[src/sv/assert_macros.svh]
// Assertion macros for the intern table RTL, used by the table engine (hkit_back).
// Every macro assumes the house clock clk and active-low reset rst_n.
`ifndef ASSERT_MACROS_SVH
`define ASSERT_MACROS_SVH

// Same-cycle implication.
`define HKIT_ASSERT(label, ante, cons, msg) \
  label: assert property (@(posedge clk) disable iff (!rst_n) (ante) |-> (cons)) \
    else $error(msg);

// Next-cycle implication.
`define HKIT_ASSERT_NEXT(label, ante, cons, msg) \
  label: assert property (@(posedge clk) disable iff (!rst_n) (ante) |=> (cons)) \
    else $error(msg);

`endif

[src/sv/hkit_pkg.sv]
// Package for the hashed key intern table: field widths, codes and shared types.
// No dependencies; the interfaces, queue, front end, table engine and top import it.
`timescale 1ns / 1ps

package hkit_pkg;

  localparam int CHAR_W = 8;
  localparam int IDX_W  = 10;
  localparam int REF_W  = 16;
  localparam int HASH_W = 64;
  localparam int STAT_W = 3;

  // Widest slot index the table may need (TABLE_SLOTS up to 65536).
  localparam int POS_W = 16;

  localparam int TABLE_SLOTS_DEF = 2048;
  localparam int MAX_ENTRIES_DEF = 1024;
  localparam int FIFO_DEPTH      = 2;

  localparam logic [HASH_W-1:0] HASH_SEED = 64'd5381;
  localparam logic [REF_W-1:0]  REFS_MAX  = 16'hFFFF;

  typedef enum logic [STAT_W-1:0] {
    ST_FOUND    = 3'd0,
    ST_ADDED    = 3'd1,
    ST_FULL     = 3'd2,
    ST_RELEASED = 3'd3,
    ST_BADINDEX = 3'd4
  } status_t;

  // Request handed from the front end to the table engine.
  typedef struct packed {
    logic              mode;
    logic [IDX_W-1:0]  rel;
    logic [HASH_W-1:0] hash;
    logic [POS_W-1:0]  pos;
  } cmd_t;

  // Status the table engine reports back to the front end.
  typedef struct packed {
    logic clearing;
  } back_stat_t;

endpackage

[src/sv/hkit_ifs.sv]
// Valid/ready channel interfaces for the intern table: request and result.
// Depends on hkit_pkg for the field widths.
`timescale 1ns / 1ps

interface hkit_in_if import hkit_pkg::*; ();
  logic              valid;
  logic              ready;
  logic              mode;
  logic [CHAR_W-1:0] key_char;
  logic              key_last;
  logic [IDX_W-1:0]  release_index;

  modport source (output valid, mode, key_char, key_last, release_index, input ready);
  modport sink   (input valid, mode, key_char, key_last, release_index, output ready);
endinterface


[src/sv/hkit_front.sv]
// Front end: takes request items, keeps the running djb2 hash and its slot residue,
// and queues finished keys and releases. Depends on hkit_pkg and hkit_ifs.
`timescale 1ns / 1ps

module hkit_front import hkit_pkg::*; #(
  parameter int TABLE_SLOTS = TABLE_SLOTS_DEF
) (
  input  logic       clk,
  input  logic       rst_n,
  hkit_in_if.sink    in_ch,
  input  back_stat_t back_stat,
  output logic       push,
  output cmd_t       push_cmd,
  input  logic       fifo_full
);

  localparam int SLOT_W = $clog2(TABLE_SLOTS);
  localparam int RED_W  = SLOT_W + 6;
  localparam logic [RED_W-1:0]  SLOTS_X  = RED_W'(TABLE_SLOTS);
  localparam logic [SLOT_W-1:0] SEED_POS = SLOT_W'(HASH_SEED % TABLE_SLOTS);

  logic              a_vld_r, a_vld_nxt;
  logic              a_mode_r;
  logic              a_last_r;
  logic [IDX_W-1:0]  a_rel_r;
  logic [CHAR_W-1:0] a_ch_r;
  logic [SLOT_W-1:0] a_cm_r;
  logic [HASH_W-1:0] hash_r, hash_nxt;
  logic [SLOT_W-1:0] res_r, res_nxt;

  logic              accept, a_adv;
  logic [RED_W-1:0]  cm_x;
  logic [RED_W-1:0]  sum_x;
  logic [HASH_W-1:0] hash_new;
  logic [SLOT_W-1:0] res_new;

  // Character residue mod slot count, taken at accept (char < 16 * slots).
  always_comb begin
    cm_x = RED_W'(in_ch.key_char);
    for (int k = 3; k >= 0; k--) begin
      if (cm_x >= (SLOTS_X << k)) begin
        cm_x = cm_x - (SLOTS_X << k);
      end
    end
  end

  // Residue update: (33 * r + c) stays below 34 * slots, so six conditional subtracts.
  always_comb begin
    sum_x = (RED_W'(res_r) << 5) + RED_W'(res_r) + RED_W'(a_cm_r);
    for (int k = 5; k >= 0; k--) begin
      if (sum_x >= (SLOTS_X << k)) begin
        sum_x = sum_x - (SLOTS_X << k);
      end
    end
  end

  assign hash_new = (hash_r << 5) + hash_r + HASH_W'(a_ch_r);
  assign res_new  = SLOT_W'(sum_x);

  assign push   = a_vld_r && (a_mode_r || a_last_r);
  assign a_adv  = !push || !fifo_full;
  assign accept = in_ch.valid && in_ch.ready;

  assign in_ch.ready = !back_stat.clearing && (!a_vld_r || a_adv);

  assign push_cmd.mode = a_mode_r;
  assign push_cmd.rel  = a_rel_r;
  assign push_cmd.hash = hash_new;
  assign push_cmd.pos  = POS_W'(res_new);

  always_comb begin
    a_vld_nxt = a_vld_r;
    hash_nxt  = hash_r;
    res_nxt   = res_r;
    if (accept) begin
      a_vld_nxt = 1'b1;
    end else if (a_adv) begin
      a_vld_nxt = 1'b0;
    end
    // Releases leave the key in progress alone.
    if (a_vld_r && a_adv && !a_mode_r) begin
      if (a_last_r) begin
        hash_nxt = HASH_SEED;
        res_nxt  = SEED_POS;
      end else begin
        hash_nxt = hash_new;
        res_nxt  = res_new;
      end
    end
  end

  always_ff @(posedge clk) begin
    if (!rst_n) begin
      a_vld_r <= 1'b0;
      hash_r  <= HASH_SEED;
      res_r   <= SEED_POS;
    end else begin
      a_vld_r <= a_vld_nxt;
      hash_r  <= hash_nxt;
      res_r   <= res_nxt;
    end
    if (accept) begin
      a_mode_r <= in_ch.mode;
      a_last_r <= in_ch.key_last;
      a_rel_r  <= in_ch.release_index;
      a_ch_r   <= in_ch.key_char;
      a_cm_r   <= SLOT_W'(cm_x);
    end
  end

endmodule

[src/flat_wrapper.sv]
// flat-port wrapper written by rule: the top's interface ports become plain ports
module hkit_front_flat import hkit_pkg::*;
#(
  parameter int TABLE_SLOTS = TABLE_SLOTS_DEF
)
  (clk, rst_n, back_stat, push, push_cmd, fifo_full, in_ch_valid, in_ch_mode, in_ch_key_char, in_ch_key_last, in_ch_release_index, in_ch_ready);
  hkit_in_if in_ch_i ();
  input  logic clk;
  input  logic rst_n;
  input  back_stat_t back_stat;
  output logic push;
  output cmd_t push_cmd;
  input  logic fifo_full;
  input wire logic [$bits(in_ch_i.valid)-1:0] in_ch_valid;
  input wire logic [$bits(in_ch_i.mode)-1:0] in_ch_mode;
  input wire logic [$bits(in_ch_i.key_char)-1:0] in_ch_key_char;
  input wire logic [$bits(in_ch_i.key_last)-1:0] in_ch_key_last;
  input wire logic [$bits(in_ch_i.release_index)-1:0] in_ch_release_index;
  output wire logic [$bits(in_ch_i.ready)-1:0] in_ch_ready;
  assign in_ch_i.valid = in_ch_valid;
  assign in_ch_i.mode = in_ch_mode;
  assign in_ch_i.key_char = in_ch_key_char;
  assign in_ch_i.key_last = in_ch_key_last;
  assign in_ch_i.release_index = in_ch_release_index;
  assign in_ch_ready = in_ch_i.ready;
  hkit_front #(.TABLE_SLOTS(TABLE_SLOTS)) u_core (.clk(clk), .rst_n(rst_n), .in_ch(in_ch_i), .back_stat(back_stat), .push(push), .push_cmd(push_cmd), .fifo_full(fifo_full));
endmodule
[config.mk]
export PLATFORM = sky130hd
export DESIGN_NAME = hkit_front_flat
export DESIGN_NICKNAME = d
export VERILOG_FILES = /design/src/sv/assert_macros.svh /design/src/sv/hkit_pkg.sv /design/src/sv/hkit_ifs.sv /design/src/sv/hkit_front.sv /design/src/flat_wrapper.sv
export SDC_FILE = /design/constraint.sdc
export NUM_CORES = 1
export LEC_CHECK = 0
export BUFFER_PORTS_ARGS = -buffer_cell sky130_fd_sc_hd__buf_2
export CORE_MARGIN = 8
export CORE_UTILIZATION = 40
export DETAILED_ROUTE_END_ITERATION = 6
export PLACE_DENSITY_LB_ADDON = 0.2
export SYNTH_ARGS = -nofsm -noshare
export SYNTH_HDL_FRONTEND = slang
export SYNTH_SLANG_ARGS = --single-unit
[constraint.sdc]
create_clock -name clk -period 6.45 [get_ports clk]
set_input_delay 0.3225 -clock clk [delete_from_list [all_inputs] [get_ports clk]]
set_output_delay 0.3225 -clock clk [all_outputs]
set_load 0.05 [all_outputs]
Word-level counts from Yosys, hierarchy flattened:

Cells that the tools add are included.
W data, S select, Z words.

* bits in registers: 96
* input port bits: 25
* logic and storage cells: 47

* reductions and logical operators: 14
* muxes and demuxes: 10
* $add $sub $neg: 10
* $lt $le $gt $ge: 6

Operator list (count)
* $mux W17: 5
* $add A64 B64 Y64: 1
* $add A64 B8 Y64: 1
* $mux W64: 1
* $mux W11: 2
* $add A16 B11 Y17: 1
* $add A17 B8 Y17: 1
* $ge A17 B12 Y1 const B: 1
* $ge A17 B13 Y1 const B: 1
* $ge A17 B14 Y1 const B: 1
* $ge A17 B15 Y1 const B: 1
* $ge A17 B16 Y1 const B: 1
* $ge A17 B17 Y1 const B: 1
* $sub A17 B13 Y17 const B: 1
* $sub A17 B14 Y17 const B: 1
* $sub A17 B15 Y17 const B: 1
* $sub A17 B16 Y17 const B: 1
* $sub A17 B17 Y17 const B: 1
* $sub A11 B1 Y11 const B: 1
* $logic_and A1 B1 Y1: 5
* $logic_not A1 Y1: 5
* $logic_or A1 B1 Y1: 3
* $mux W1: 2
* $reduce_bool A2 Y1: 1

Longest topological paths before layout:

* depth after elaboration: 15
* gate-level depth with buffers: 15

Worst setup path after synthesis:

OpenSTA, ideal clock, no wires.

* path type: flip-flop to flip-flop
* start point: register u_core.hash_r[0]
* end point: register u_core.hash_r[41]
* path slack: 2267 ps
* cell stages (with the launch flop): 16
* clock period less this slack: 4183 ps
* path buffers: 0
* setup time: 63 ps
* arrival: 4120 ps
* path through: dfxtp_1 -> inv_1 -> fa_1 -> inv_1 -> ha_1 -> o211ai_1 -> o211ai_1 -> nand3_1 -> o21a_1 -> o21ba_2 -> o31a_1 -> o21ai_1 -> a21oi_1 -> o31a_1 -> xnor2_1 -> a22o_1

RTL lines
* start, declared: line hkit_front.sv:28 `logic [HASH_W-1:0] hash_r, hash_nxt;`
* start signal, assigned: line hkit_front.sv:99 `hash_r <= hash_nxt;`

==> impl_metrics.ini <==
[drt]
first_iter_violations = 411
wire_per_inst_um = 17.9
via_per_inst = 5.60
vias = 7081
dr.pass1.iters = 5
routed_wl_um = 22700
drcViolationCount = 0
ant_nets = 0

[sta]
slew_headroom = 0.383
worst_pin_slew_ns = 0.926
setup_ws_ns = 1.57
drv_slew = 0
fmax_ghz = 0.205
hold_viol_final = 0
skew_ns = 0.0101
min_period_ns = 4.88
fin_setup_tns_ns = 0
rsz0062_at_grt = false
fin_crit_sh = 0.757
setup_viol_count_final = 0

[synth]
synthArstFlopShare = 0
synth_common_cells = ha_1, a21oi_1, dfxtp_1
yosysTopAreaCell = ha_1
synthesis.area_um2 = 8240
yosys-top-cells-area = ha_1, dfxtp_1, edfxtp_1
synth_edf_count = 20
yosysUniqueCellTypes = 70
synth-main-ff-cell = dfxtp_1
synth_top_area_share = 0.210
ys_warn_count = 0
syn_inst = 906
postSynthAreaPerCell_um2 = 9.09
ys_ff_latch = 96
ys_seq_area_frac = 0.258
yosysMostFrequentCell = ha_1

[layout]
n_antenna_cell = 0
area_growth_pct = 11.0
nNetsFinal = 1160
nFillCells = 2026
drive_above_1_share = 0.156
final_util = 0.452

[floorplanning]
die_height_um = 160
initial_utilization = 0.407
die-area_um2 = 25400
row_count = 52
ios = 118
die_w_um = 160
fp.coreArea_um2 = 20200

[global_route]
grt-busiest-layer = met2
grt.met2_usage = 0.276
grt_max_degree = 44
grt_first_pass_wirelength_um = 37500
track_usage = 0.178
antenna_found_initial = 0
grt.overflow.total = 0
grt_pass1_vias = 7139
use_met3 = 0.0452
met1_usage = 0.241

[power]
p_leak_nw = 4.66
peakVddDrop_v = 0.000114
p_per_area_nw_per_um2 = 154

[hold_path]
hold_path_depth = 1
holdPathEnd = u_core.a_rel_r[5]
worstHoldStart = in_ch_release_index[5]
hp-class = input port to flop

[clock_network]
cts_root_buffer = clkbuf_16
ctsHtreeMaxLevel = 3
clkTransAtPathRegs_ns = 0.08
cts.repair.resized = 0
clock_tree.buffer_depth = 2
post_cts_buffers = 0
numCtsBuffers = 9
cts_tree = yes
hold_buffers = 0
cts_sinks = 96
clk_latency_ns = 0.36

[worst_setup_path]
r2r_cells = 15
cp_slowest_cell = a311oi_1
start_kind = flop
max_stage_delay_ns = 0.49
crit_chain = ha_1, ha_1, nand4_1, nor3_1, nand4_1, a211oi_1, o21ai_0, o41ai_2, a21oi_1, a311oi_1, xor2_1, buf_2
path_class = flop to output port
crit_required_ns = 6.13
r2r_end = u_core.hash_r[61]
r2r_start = u_core.hash_r[0]
endpoint_kind = output port
arrival_ns = 4.56
reg2reg_setup_slack_ns = 2.41
path_max_fanout = 8

[placement]
dp_hpwl_um = 18000
pre_cts_slack_ns = 1.96
routabilityCongestion = 0.866
numPortBuffers = 112

[status]
outcome = finished clean

[job]
drv_cap = 0
==> cells in the final DEF (no fill, tap or decap), types with 30 or more instances in the layout <==
cell	netlist	routed
ha_1	138	138
buf_2	1	112
a21oi_1	84	84
dfxtp_1	76	76
nand2_1	72	72
a21o_1	45	45
o21ai_0	42	42
a22o_1	41	41
xnor2_1	40	40
nor2_1	38	38
xor2_1	30	30
==> where the power goes <==
| group | switching, W | internal, W |
|---|---|---|
| registers | 0.00000643 | 0.000621 |
| clock network | 0.000281 | 0.000275 |
| logic | 0.000169 | 0.0000589 |
==> logic make-up after synthesis <==
| logic type | share of synthesized area |
|---|---|
| AOI/OAI and AO/OA | 0.262 |
| and+or+nand+nor | 0.124 |
| adders and majority gates | 0.229 |
| DFF | 0.258 |
| xor gates and xnor gates | 0.0764 |
| buffers and inverters | 0.0509 |
| other | 0.000455 |
==> layout make-up <==
class | count | area, um^2 | share of cell area
flip-flops and latches | 96 | 2120 | 0.232
clock inverters | 7 | 75.1 | 0.00821
repair buffers | 115 | 583 | 0.0637
inverters | 23 | 86.3 | 0.00944
well taps | 270 | 338 | 0.0369
clock buffers | 9 | 225 | 0.0246
multi-input cells | 744 | 5720 | 0.625
==> sequential cells by signal, indices dropped and copies added, names as in the netlist <==
name / cells
u_core.a_rel_r: 10
u_core.a_ch_r: 8
u_core.hash_r: 64
u_core.res_r: 11
u_core.a_last_r: 1
u_core.a_vld_r: 1
u_core.a_mode_r: 1
==> worst max-delay path: cells and delay by family (launching register included) <==
family                   cells  cell delay (ns)
buffers and inverters        1             0.30
AND/OR/NAND/NOR              3             0.73
AO/OA/AOI/OAI                5             1.79
adder cells (fa/ha/maj)      2             0.72
XOR/XNOR                     1             0.24
flip-flops                   1             0.41
==> how the worst max path moves through the flow <==
stage / cells after the start / slack (ns) / from / to
after global routing: 12 / 1.13 / u_core.hash_r[22] / push_cmd[79]
after CTS: 14 / 1.57 / u_core.hash_r[0] / push_cmd[79]
after global placement: 14 / 2.09 / u_core.hash_r[0] / push_cmd[79]
after floorplan: 15 / 2.27 / u_core.hash_r[0] / u_core.hash_r[41]
final: 12 / 1.57 / u_core.hash_r[20] / push_cmd[79]
after detailed placement: 14 / 1.96 / u_core.hash_r[0] / push_cmd[79]
==> routing by layer <==
| layer | vias to the layer above | share of wire |
|---|---|---|
| li1 | 3533 | - |
| met1 | 3328 | 0.50 |
| met2 | 199 | 0.43 |
| met3 | 21 | 0.061 |
| met4 | 0 | 0.015 |
| met5 | - | 0 |
==> stage by stage <==
stage	total power [W]	instance area [um^2]	instances	hold slack [ns]
4_1_cts	0.00143	9150	1264	0.116
6_report	0.00141	9150	1264	0.129
3_3_place_gp	0.000870	8850	1248	0.463
2_1_floorplan	0.000817	8250	910	0.421
5_1_grt	0.00147	9150	1264	0.118
3_5_place_dp	0.000870	8850	1248	0.465
(Power assumes the default switching activity.)
