--- src/sv/assert_macros.svh ---
// Assertion macros for the intern table RTL, used by the table engine (hkit_back).
// Every macro assumes the house clock clk and active-low reset rst_n.
`ifndef ASSERT_MACROS_SVH
`define ASSERT_MACROS_SVH

// Same-cycle implication.
`define HKIT_ASSERT(label, ante, cons, msg) \
  label: assert property (@(posedge clk) disable iff (!rst_n) (ante) |-> (cons)) \
    else $error(msg);

// Next-cycle implication.
`define HKIT_ASSERT_NEXT(label, ante, cons, msg) \
  label: assert property (@(posedge clk) disable iff (!rst_n) (ante) |=> (cons)) \
    else $error(msg);

`endif

--- src/sv/hkit_pkg.sv ---
// Package for the hashed key intern table: field widths, codes and shared types.
// No dependencies; the interfaces, queue, front end, table engine and top import it.
`timescale 1ns / 1ps

package hkit_pkg;

  localparam int CHAR_W = 8;
  localparam int IDX_W  = 10;
  localparam int REF_W  = 16;
  localparam int HASH_W = 64;
  localparam int STAT_W = 3;

  // Widest slot index the table may need (TABLE_SLOTS up to 65536).
  localparam int POS_W = 16;

  localparam int TABLE_SLOTS_DEF = 2048;
  localparam int MAX_ENTRIES_DEF = 1024;
  localparam int FIFO_DEPTH      = 2;

  localparam logic [HASH_W-1:0] HASH_SEED = 64'd5381;
  localparam logic [REF_W-1:0]  REFS_MAX  = 16'hFFFF;

  typedef enum logic [STAT_W-1:0] {
    ST_FOUND    = 3'd0,
    ST_ADDED    = 3'd1,
    ST_FULL     = 3'd2,
    ST_RELEASED = 3'd3,
    ST_BADINDEX = 3'd4
  } status_t;

  // Request handed from the front end to the table engine.
  typedef struct packed {
    logic              mode;
    logic [IDX_W-1:0]  rel;
    logic [HASH_W-1:0] hash;
    logic [POS_W-1:0]  pos;
  } cmd_t;

  // Status the table engine reports back to the front end.
  typedef struct packed {
    logic clearing;
  } back_stat_t;

endpackage

--- src/sv/hkit_fifo.sv ---
// Short request queue between the front end and the table engine.
// Depends on hkit_pkg for the default depth.
`timescale 1ns / 1ps

module hkit_fifo import hkit_pkg::*; #(
  parameter int WIDTH = 8,
  parameter int DEPTH = FIFO_DEPTH
) (
  input  logic             clk,
  input  logic             rst_n,
  input  logic             push,
  input  logic [WIDTH-1:0] push_data,
  output logic             full,
  input  logic             pop,
  output logic [WIDTH-1:0] pop_data,
  output logic             empty
);

  localparam int PTR_W = (DEPTH > 1) ? $clog2(DEPTH) : 1;
  localparam int CNT_W = $clog2(DEPTH + 1);
  localparam logic [PTR_W-1:0] PTR_LAST = PTR_W'(DEPTH - 1);

  logic [WIDTH-1:0] mem_r [DEPTH];
  logic [PTR_W-1:0] wr_ptr_r, wr_ptr_nxt;
  logic [PTR_W-1:0] rd_ptr_r, rd_ptr_nxt;
  logic [CNT_W-1:0] count_r, count_nxt;
  logic             do_push, do_pop;

  assign full     = (count_r == CNT_W'(DEPTH));
  assign empty    = (count_r == '0);
  assign do_push  = push && !full;
  assign do_pop   = pop && !empty;
  assign pop_data = mem_r[rd_ptr_r];

  always_comb begin
    wr_ptr_nxt = wr_ptr_r;
    rd_ptr_nxt = rd_ptr_r;
    count_nxt  = count_r;
    if (do_push) begin
      wr_ptr_nxt = (wr_ptr_r == PTR_LAST) ? '0 : wr_ptr_r + 1'b1;
    end
    if (do_pop) begin
      rd_ptr_nxt = (rd_ptr_r == PTR_LAST) ? '0 : rd_ptr_r + 1'b1;
    end
    if (do_push && !do_pop) begin
      count_nxt = count_r + 1'b1;
    end else if (do_pop && !do_push) begin
      count_nxt = count_r - 1'b1;
    end
  end

  always_ff @(posedge clk) begin
    if (!rst_n) begin
      wr_ptr_r <= '0;
      rd_ptr_r <= '0;
      count_r  <= '0;
    end else begin
      wr_ptr_r <= wr_ptr_nxt;
      rd_ptr_r <= rd_ptr_nxt;
      count_r  <= count_nxt;
    end
    if (do_push) begin
      mem_r[wr_ptr_r] <= push_data;
    end
  end

endmodule

--- config.mk ---
export PLATFORM = sky130hd
export DESIGN_NAME = hkit_fifo
export DESIGN_NICKNAME = d
export VERILOG_FILES = /design/src/sv/assert_macros.svh /design/src/sv/hkit_pkg.sv /design/src/sv/hkit_fifo.sv
export SDC_FILE = /design/constraint.sdc
export NUM_CORES = 1
export LEC_CHECK = 0
export ABC_AREA = 1
export BUFFER_PORTS_ARGS = -buffer_cell sky130_fd_sc_hd__buf_4
export CORE_MARGIN = 10
export CORE_UTILIZATION = 44
export DETAILED_ROUTE_END_ITERATION = 7
export PLACE_DENSITY = 0.71
export SYNTH_ARGS = -nofsm -noshare
export SYNTH_HDL_FRONTEND = slang
export SYNTH_SLANG_ARGS = --single-unit
--- constraint.sdc ---
create_clock -name clk -period 1.4 [get_ports clk]
set_clock_uncertainty 0.2 [all_clocks]
set_input_delay 0.21 -clock clk [delete_from_list [all_inputs] [get_ports clk]]
set_output_delay 0.21 -clock clk [all_outputs]
set_load 0.01 [all_outputs]
# Word-level counts from Yosys, hierarchy flattened
# Memories as Yosys holds them, arrays and structs flattened. A register that Yosys moved wholly into a read port is not among the register bits.
# Cells that the tools add are included.
# word_totals
output_inout_bits,10
input_bits,12
register_bits,4
mem_bits_rw,16
mem_bits_ro,0
latchBits,0
mem_count,1
# memory_table
name,depth,word_bits,rd,rd_ports_with_merged_regs,write_ports,line,rtl
mem_r,2,8,1,1,1,hkit_fifo.sv:23,logic [WIDTH-1:0] mem_r [DEPTH];
# classes
n_shift,0
n_lt_le_gt_ge,0
add_sub_neg,4
eq_ne,1
mul,0
n_bitwise,0
reduce_logical,10
div_mod_pow,0
muxes,8
# ops
op,n
two-way mux 1 bit,6
logical AND 1 bit,4
zero test 1 bit,4
two-way mux 2 bit,2
"adder 1 bit, second input constant",2
"adder 2 x 1 -> 2 bit, second input constant",1
"equality test 2 bit, second input constant",1
zero test 2 bit,1
nonzero test 2 bit,1
"subtractor 2 x 1 -> 2 bit, second input constant",1

# Depth between registers and ports, before layout
# Gate-level depths: netlist of run 1.
# depth
ltp_word,7
ltp_mapped,10
depth_no_buf,10

# Least setup slack after synthesis of run 1
# Ideal clock, no wire load.
# synth_timing
path_type,reg-to-reg
from,reg count_r[0]
to,reg count_r[1]
period_less_slack_ns,1.522
path_stages_with_launch,10
setup_slack_ns,-0.122
arrival_time_ns,1.258
cell_sequence,dfxtp_1 nor2_1 nor2_2 inv_1 ha_1 inv_1 nand3_1 nand2_1 inv_1 nor2_1
# synth_between
elab_chain_cells,6
word_cells_on_any_way,15
cone_classes,2 x add/sub; 1 x eq/ne; 2 x mux; 10 x reduce/logical
# synth_lines
item,line,rtl
start: declaration,hkit_fifo.sv:26,"logic [CNT_W-1:0] count_r, count_nxt;"
start signal: assignment,hkit_fifo.sv:60,count_r <= count_nxt;
zero test 2 bit (*),hkit_fifo.sv:30,assign empty = (count_r == '0);
net empty,hkit_fifo.sv:16,output logic empty
zero test 1 bit (*),hkit_fifo.sv:32,assign do_pop = pop && !empty;
logical AND 1 bit (*),hkit_fifo.sv:32,
zero test 1 bit,hkit_fifo.sv:45,if (do_push && !do_pop) begin
logical AND 1 bit,hkit_fifo.sv:45,
two-way mux 2 bit / nonzero test 2 bit (equally long branches),--,
# Mark *: on every way through the listed nets, which the timed path passes. The rest lies on a longest branch. The select of a mux whose other input is x is not followed.
# A chain may end at the register's enable or synchronous reset.

==> summary.md, run 1 <==
| Metric | Value |
|---|---|
| Number of setup violations in the final report | `13` |
| Register bit total from synthesis | `21` |
| Avg Vias per Cell | `4.679` |
| Drc violations | `0` |
| Routed len/inst | `14.96 um` |
| Final net count | `123` |
| Register area share after synthesis | `0.7052` |
| Vias | `627` |
| Crit path max fanout | `4` |
| Most common cell in the netlist | `edfxtp_1` |
| FFs w/ async S/R, synth | `0` |
| # IOs | `22` |
| R2R depth | `9` |
| Global-route wire length before repair | `3139 um` |
| Cell with the most instances on the worst path | `buf_6` |
| Area Overhead vs Synth | `68.54%` |
| Leading area contributor after synthesis | `edfxtp_1` |
| Reg2Reg Launch Point | `count_r[1]$_SDFFE_PN0P_` |
| CP bufs+invs | `2` |
| Total Power | `2286 uW` |
| Sink Count | `21` |
| Cell Rows | `15` |
| Most used routing layer | `met2` |
| Setup crit end | `pop_data[2]` |
| Total GRT Usage | `0.1012` |
| Synth warn | `0` |
| Multi-input logic area | `295.3 sq um` |
| Port bufs | `21` |
| Status | `complete, but fails checks` |
| Post-Syn Area | `823.3 sq um` |
| Final Worst Setup Slack | `-0.2369 ns` |
| Total gr overflow | `0` |
| Fillcell total | `110` |
| Avg Cell Area, Syn | `13.07 sq um` |
| Antenna diodes | `0` |
| Share of cells above drive strength 1 | `0.5780` |
| CTS tree | `built` |
| Critical path's top delay family | `flip-flops` |
| Gpl congestion | `0.7075` |
| Fin crit period | `1.637 ns` |
| CTS Buf Count | `3` |
| Max VDD drop | `1.246 mV` |
| Fmax | `0.6109 GHz` |
| Worst Hold Class | `input pin to flop` |
| Worst path max stage delay | `0.37 ns` |
| Clock transition at the registers of the reported paths | `0.11 ns` |
| Drt initial violations | `15` |
| Worst EP arrival | `1.23 ns` |
| Static Leak | `0.0005827 uW` |
| RSZ-0062 raised after global routing | `yes` |
| Detailed placement HPWL | `1230 um` |
| Worst reg2reg path endpoint | `count_r[1]$_SDFFE_PN0P_` |
| Max-cap violations | `0` |
| Synth top area share | `0.5836` |
| Final period utilization | `1.169` |
| Initial cell density of the core | `0.4717` |
| GR Layer Usage met3 | `0.03534` |
| Met1 Track Usage GR | `0.09426` |
| Number of synthesized flops with an enable pin | `16` |
| Worst Path Required | `0.99 ns` |
| Syn_nets | `76` |
| Die Y | `63.26 um` |
| Area contributors post-synth | `edfxtp_1 58%, dfxtp_1 12%, mux2_2 11%, nor2_1 4.6%, inv_1 3.6%` |
| Violated checks | `setup timing` |
| Fin. max-slew vios | `0` |
| Initial antenna violation count | `0` |
| P per Cell Area | `1647 mW/mm^2` |
| Setup CP Type | `flop to output port` |
| Core ar. | `0.001745 sq mm` |
| WP depth | `3` |
| Die area | `0.004001 sq mm` |
| Post-synth top flop | `edfxtp_1` |
| Netlist cell types | `15` |
| Worst slew pin tran | `0.1815 ns` |
| GRT met2 Usage | `0.1853` |
| Worst-path cell chain | `buf_6 > mux2_4 > buf_6` |
| Bufs on Longest Clock Path | `2` |
| Register-to-Register Setup Slack | `-0.07 ns` |
| Vias in the first global route | `675` |
| Area of placed instances | `0.001090 sq mm` |
| Largest net degree at the start of global routing | `12` |
| Final Hold Viols | `0` |
| Register area | `589.3 sq um` |
| Die width | `63.26 um` |
| Skew-Pair Late Insertion Delay | `0.30 ns` |
| Synth Instances | `63` |
| Setup crit end kind | `output port` |
| Cell area after layout | `0.001388 sq mm` |
| CTS root buffer | `clkbuf_4` |
| Slowest CP cell | `dfxtp_2` |
| Max_slew headroom | `0.8789` |
| Pre-antenna DRT Iters | `4` |
| Post-synth top cells | `16 x edfxtp_1, 10 x nor2_1, 8 x inv_1, 8 x mux2_2, 6 x nand2_1` |
| Antenna Violating Nets Remaining | `0` |
| Depth of the CTS H-tree | `1` |
| Total Wirelength | `2005 um` |
| CP Launch Type | `flop` |
-- through the flow --
stage	TNS, ns	hold WS (ns)	utilization	worst slack [ns]	cells
after CTS	-1.762	0.1363	0.7484	-0.2244	132
final	-1.887	0.1612	0.7950	-0.2369	134
after detailed placement	-0.01434	0.1982	0.6244	-0.01434	116
after floorplan	0	0.1089	-	0.001418	63
after global routing	-2.936	0.1749	0.7950	-0.2871	134
after global placement	0	0.1953	0.6244	0.01946	116
-- cells in the final DEF, fill, tap and decap left out, types with 2 or more instances in the layout --
master | synthesis | routed
edfxtp_1 | 16 | 16
nor2_4 | 0 | 4
buf_4 | 0 | 17
clkbuf_4 | 0 | 3
inv_1 | 8 | 4
mux2_4 | 0 | 8
buf_6 | 0 | 17
dfxtp_4 | 0 | 2
dfxtp_1 | 5 | 2
nor2_1 | 10 | 6
dlygate4sd3_1 | 0 | 9
inv_2 | 1 | 4
nand2_1 | 6 | 5
-- power breakdown --
group	internal [uW]	switching, uW	leakage (uW)	total (uW)
Combinational	622	473	0.000376	1100
Clock	111	176	0.0000150	287
Sequential	814	88.9	0.000192	903
Total	1550	738	0.000583	2290
-- layer usage --
| metal | share of wire | up-vias |
|---|---|---|
| li1 | - | 305 |
| met1 | 0.34 | 294 |
| met2 | 0.57 | 19 |
| met3 | 0.056 | 9 |
| met4 | 0.041 | 0 |
| met5 | 0 | - |
-- worst min-delay path, delay by kind of cell --
family,cells,cell delay (ns)
fa+ha+maj,1,0.15
compound gates,2,0.11
buf+inv,2,0.17
-- registers in the layout, summed over array words and instances (netlist names), named ones only --
| name | count |
|---|---|
| mem_r | 16 |
| count_r | 2 |
| rd_ptr_r | 1 |
| wr_ptr_r | 1 |
-- final cells by class --
class / count / area share
clock buffer: 4 / 0.01894
inverter: 9 / 0.02615
multi-input combinational: 32 / 0.2128
sequential: 21 / 0.4247
tap: 25 / 0.02254
timing repair buffer: 43 / 0.2949
-- timing repair --
action,CTS,global route
hold buffers,9,0
resized for setup,22,19
endpoints found under the hold margin,20,0
pin swaps,5,6
buffers inserted,3,2
endpoints found under the setup margin,19,27
gates cloned,0,0
-- logic make-up after synthesis --
family	count (synthesis)	share of synthesized area
simple gates	19	0.09423
fa+ha+maj	1	0.01520
buf+inv	10	0.04710
mux	8	0.1094
compound gates	4	0.02887
flops	21	0.7052
-- how the worst min path moves through the flow --
stage | start | endpoint | slack (ns) | depth (start not counted)
finish | push | count_r[0]$_SDFFE_PN0P_ | 0.16 | 5
global placement | push_data[0] | mem_r[0][0]$_DFFE_PP_ | 0.20 | 1
global route | push | count_r[0]$_SDFFE_PN0P_ | 0.17 | 5
floorplan | push_data[0] | mem_r[0][0]$_DFFE_PP_ | 0.11 | 0
detailed placement | push_data[3] | mem_r[0][3]$_DFFE_PP_ | 0.20 | 1
CTS | push | count_r[0]$_SDFFE_PN0P_ | 0.14 | 5
Note: power is estimated with default switching activity, not from simulation.
==> run 2: changes to the inputs <==
--- a/config.mk
+++ b/config.mk
@@ -10,6 +10,7 @@
 export CORE_MARGIN = 10
 export CORE_UTILIZATION = 44
 export DETAILED_ROUTE_END_ITERATION = 7
+export GPL_TIMING_DRIVEN = 0
 export PLACE_DENSITY = 0.71
 export SYNTH_ARGS = -nofsm -noshare
 export SYNTH_HDL_FRONTEND = slang
==> run 2 against run 1 <==
  * The flow still finishes with violations (setup timing)
  * Core utilization fell by 4.6 points
  * Combinational power fell by 13%
  * Register-to-register slack barely moved
  * Maximum frequency rose by 0.38%
  * Final cell count fell by 4.5%
  * Count of clock-buffer cells in the layout fell by 1
  * Worst hold slack got worse by 0.054 ns
  * Wire length fell by 12%
  * Sequential share of layout area rose by 2.6 points
  * Critical path depth did not move
  * Worst setup slack improved by 0.0062 ns
==> summary.md, run 2 (synthesis gave the netlist of run 1 again) <==
| Metric | Value |
|---|---|
| Status | `complete, but fails checks (unchanged)` |
| Violated checks | `setup timing (unchanged)` |
| Setup CP Type | `flop to output port (unchanged)` |
| Vias | `593 (was 627)` |
| Total GRT Usage | `0.08927 (was 0.1012)` |
| Reg power frac | `0.416 (was 0.395)` |
| Fillcell total | `124 (was 110)` |
| Detailed placement HPWL | `1097 um (was 1230 um)` |
| Worst hold start | `push (unchanged)` |
| Port bufs | `21 (unchanged)` |
| Vias in the first global route | `620 (was 675)` |
| Max-cap violations | `0 (unchanged)` |
| Die width | `63.26 um (unchanged)` |
| Skew-Pair Late Insertion Delay | `0.29 ns (was 0.30 ns)` |
| Bufs on Longest Clock Path | `2 (unchanged)` |
| Final period utilization | `1.165 (was 1.169)` |
| Clock transition at the registers of the reported paths | `0.12 ns (was 0.11 ns)` |
| Logic pwr share | `0.451 (was 0.479)` |
| Clock share of power | `0.132 (was 0.126)` |
| Fin crit period | `1.631 ns (was 1.637 ns)` |
| CTS tree | `built (unchanged)` |
| Largest registers | `mem_r (16), count_r (2) (unchanged)` |
| Die Y | `63.26 um (unchanged)` |
| Largest register FFs | `16 (unchanged)` |
| RSZ-0062 raised after global routing | `yes (unchanged)` |
| Worst Hold Class | `input pin to flop (unchanged)` |
| Initial cell density of the core | `0.4717 (unchanged)` |
| Pre-antenna DRT Iters | `4 (unchanged)` |
| Final Hold Viols | `0 (unchanged)` |
| Utilization after layout | `0.7491 (was 0.7950)` |
| CTS root buffer | `clkbuf_4 (unchanged)` |
| Routed len/inst | `13.77 um (was 14.96 um)` |
| Final net count | `116 (was 123)` |
| Area Overhead vs Synth | `58.81% (was 68.54%)` |
| Sw Pwr | `679.0 uW (was 738.4 uW)` |
| Max_slew headroom | `0.8229 (was 0.8789)` |
| CTS Buf Count | `3 (unchanged)` |
| Final Worst Setup Slack | `-0.2307 ns (was -0.2369 ns)` |
| CP Launch Type | `flop (unchanged)` |
| Depth of the CTS H-tree | `1 (unchanged)` |
| Share of cells above drive strength 1 | `0.5588 (was 0.5780)` |
| P per Cell Area | `1629 mW/mm^2 (was 1647 mW/mm^2)` |
| Static Leak | `0.0005431 uW (was 0.0005827 uW)` |
| Switching Fraction | `0.3189 (was 0.3230)` |
| Total Power | `2129 uW (was 2286 uW)` |
| Most frequent cells in the layout | `17 x buf_4, 16 x edfxtp_1, 9 x dlygate4sd3_1, 9 x buf_6, 8 x mux2_4 (was 17 x buf_4, 17 x buf_6, 16 x edfxtp_1)` |
| Avg Vias per Cell | `4.633 (was 4.679)` |
| Drc violations | `0 (unchanged)` |
| Multi-input logic area | `286.5 sq um (was 295.3 sq um)` |
| Total gr overflow | `0 (unchanged)` |
| Commonest non-fill, non-tap cell in the layout | `buf_4` |
| Core ar. | `0.001745 sq mm (unchanged)` |
| Reg2Reg Launch Point | `count_r[1]$_SDFFE_PN0P_ (unchanged)` |
| Crit path max fanout | `8 (was 4)` |
| Setup crit end kind | `output port (unchanged)` |
| Fmax | `0.6132 GHz (was 0.6109 GHz)` |
| Register area | `589.3 sq um (unchanged)` |
| Internal | `1450 uW (was 1548 uW)` |
| # IOs | `22 (unchanged)` |
| Global-route wire length before repair | `2918 um (was 3139 um)` |
| Number of setup violations in the final report | `10 (was 13)` |
| Max VDD drop | `1.144 mV (was 1.246 mV)` |
| Gpl congestion | `0.7051 (was 0.7075)` |
| Die area | `0.004001 sq mm (unchanged)` |
| Sink Count | `21 (unchanged)` |
| Largest reg by FF count | `mem_r (unchanged)` |
| Fin. max-slew vios | `0 (unchanged)` |
| Worst EP arrival | `1.22 ns (was 1.23 ns)` |
| Total Wirelength | `1763 um (was 2005 um)` |
| Worst Path Required | `0.99 ns (about the same)` |
| Worst slew pin tran | `0.2650 ns (was 0.1815 ns)` |
| Drt initial violations | `22 (was 15)` |
| Largest net degree at the start of global routing | `13 (was 12)` |
| Initial antenna violation count | `0 (unchanged)` |
| Cell Rows | `15 (unchanged)` |
| Antenna Violating Nets Remaining | `0 (unchanged)` |
==> run 2: final cells by class <==
type	count	area share
Antenna cell	1	0.001914
Buffer	1	0.01148
Clock buffer	3	0.01722
Clock inverter	1	0.003828
Inverter	9	0.02775
Multi-Input combinational cell	32	0.2191
Sequential cell	21	0.4507
Tap cell	25	0.02392
Timing Repair Buffer	35	0.2440
==> run 2: per-stage QoR <==
stage | setup slack, ns | setup TNS, ns | std cells | hold slack (ns) | cell area (sq um)
2_1_floorplan | 0.001418 | 0 | 63 | 0.1089 | 845.8
3_3_place_gp | -0.1921 | -3.214 | 109 | 0.1945 | 1035
3_5_place_dp | -0.2141 | -3.651 | 109 | 0.1977 | 1035
4_1_cts | -0.2428 | -1.895 | 126 | 0.08397 | 1279
5_1_grt | -0.2840 | -3.242 | 127 | 0.1045 | 1305
6_report | -0.2307 | -1.932 | 128 | 0.1075 | 1308
==> run 2: path summary, 6_finish.rpt <==
path	to	slack, ns	depth (start not counted)
setup reg to reg	count_r[1]$_SDFFE_PN0P_	-0.07	9
setup / recovery	pop_data[2]	-0.23	3
hold reg to reg	rd_ptr_r$_SDFFE_PN0P_	0.31	2
hold / removal	wr_ptr_r$_SDFFE_PN0N_	0.11	5
==> run 2: worst max-delay path: stages, from the launching register on <==
cell     delay [ns]
dfxtp_2        0.35
buf_8          0.14
mux2_4         0.31
buf_6          0.12
==> run 2: power by group through the flow <==
stage / combinational (uW) / sequential, uW / clock, uW
after floorplan: 423 / 861 / 0
after global placement: 647 / 868 / 0
after detailed placement: 668 / 873 / 0
after CTS: 903 / 872 / 283
after global routing: 1050 / 906 / 316
final: 961 / 887 / 282
==> run 2: layer usage <==
metal,part of all wire,track usage
met2,0.53,0.1612
met5,0,0
met1,0.41,0.09846
met4,0,0.01639
met3,0.050,0.03180
==> run 2: what timing repair did <==
| action | CTS | global route |
|---|---|---|
| resized for setup | 27 | 7 |
| endpoints found under the hold margin | 21 | 0 |
| buffers inserted | 4 | 1 |
| hold buffers | 9 | 0 |
| pin swaps | 4 | 5 |
| endpoints found under the setup margin | 26 | 27 |
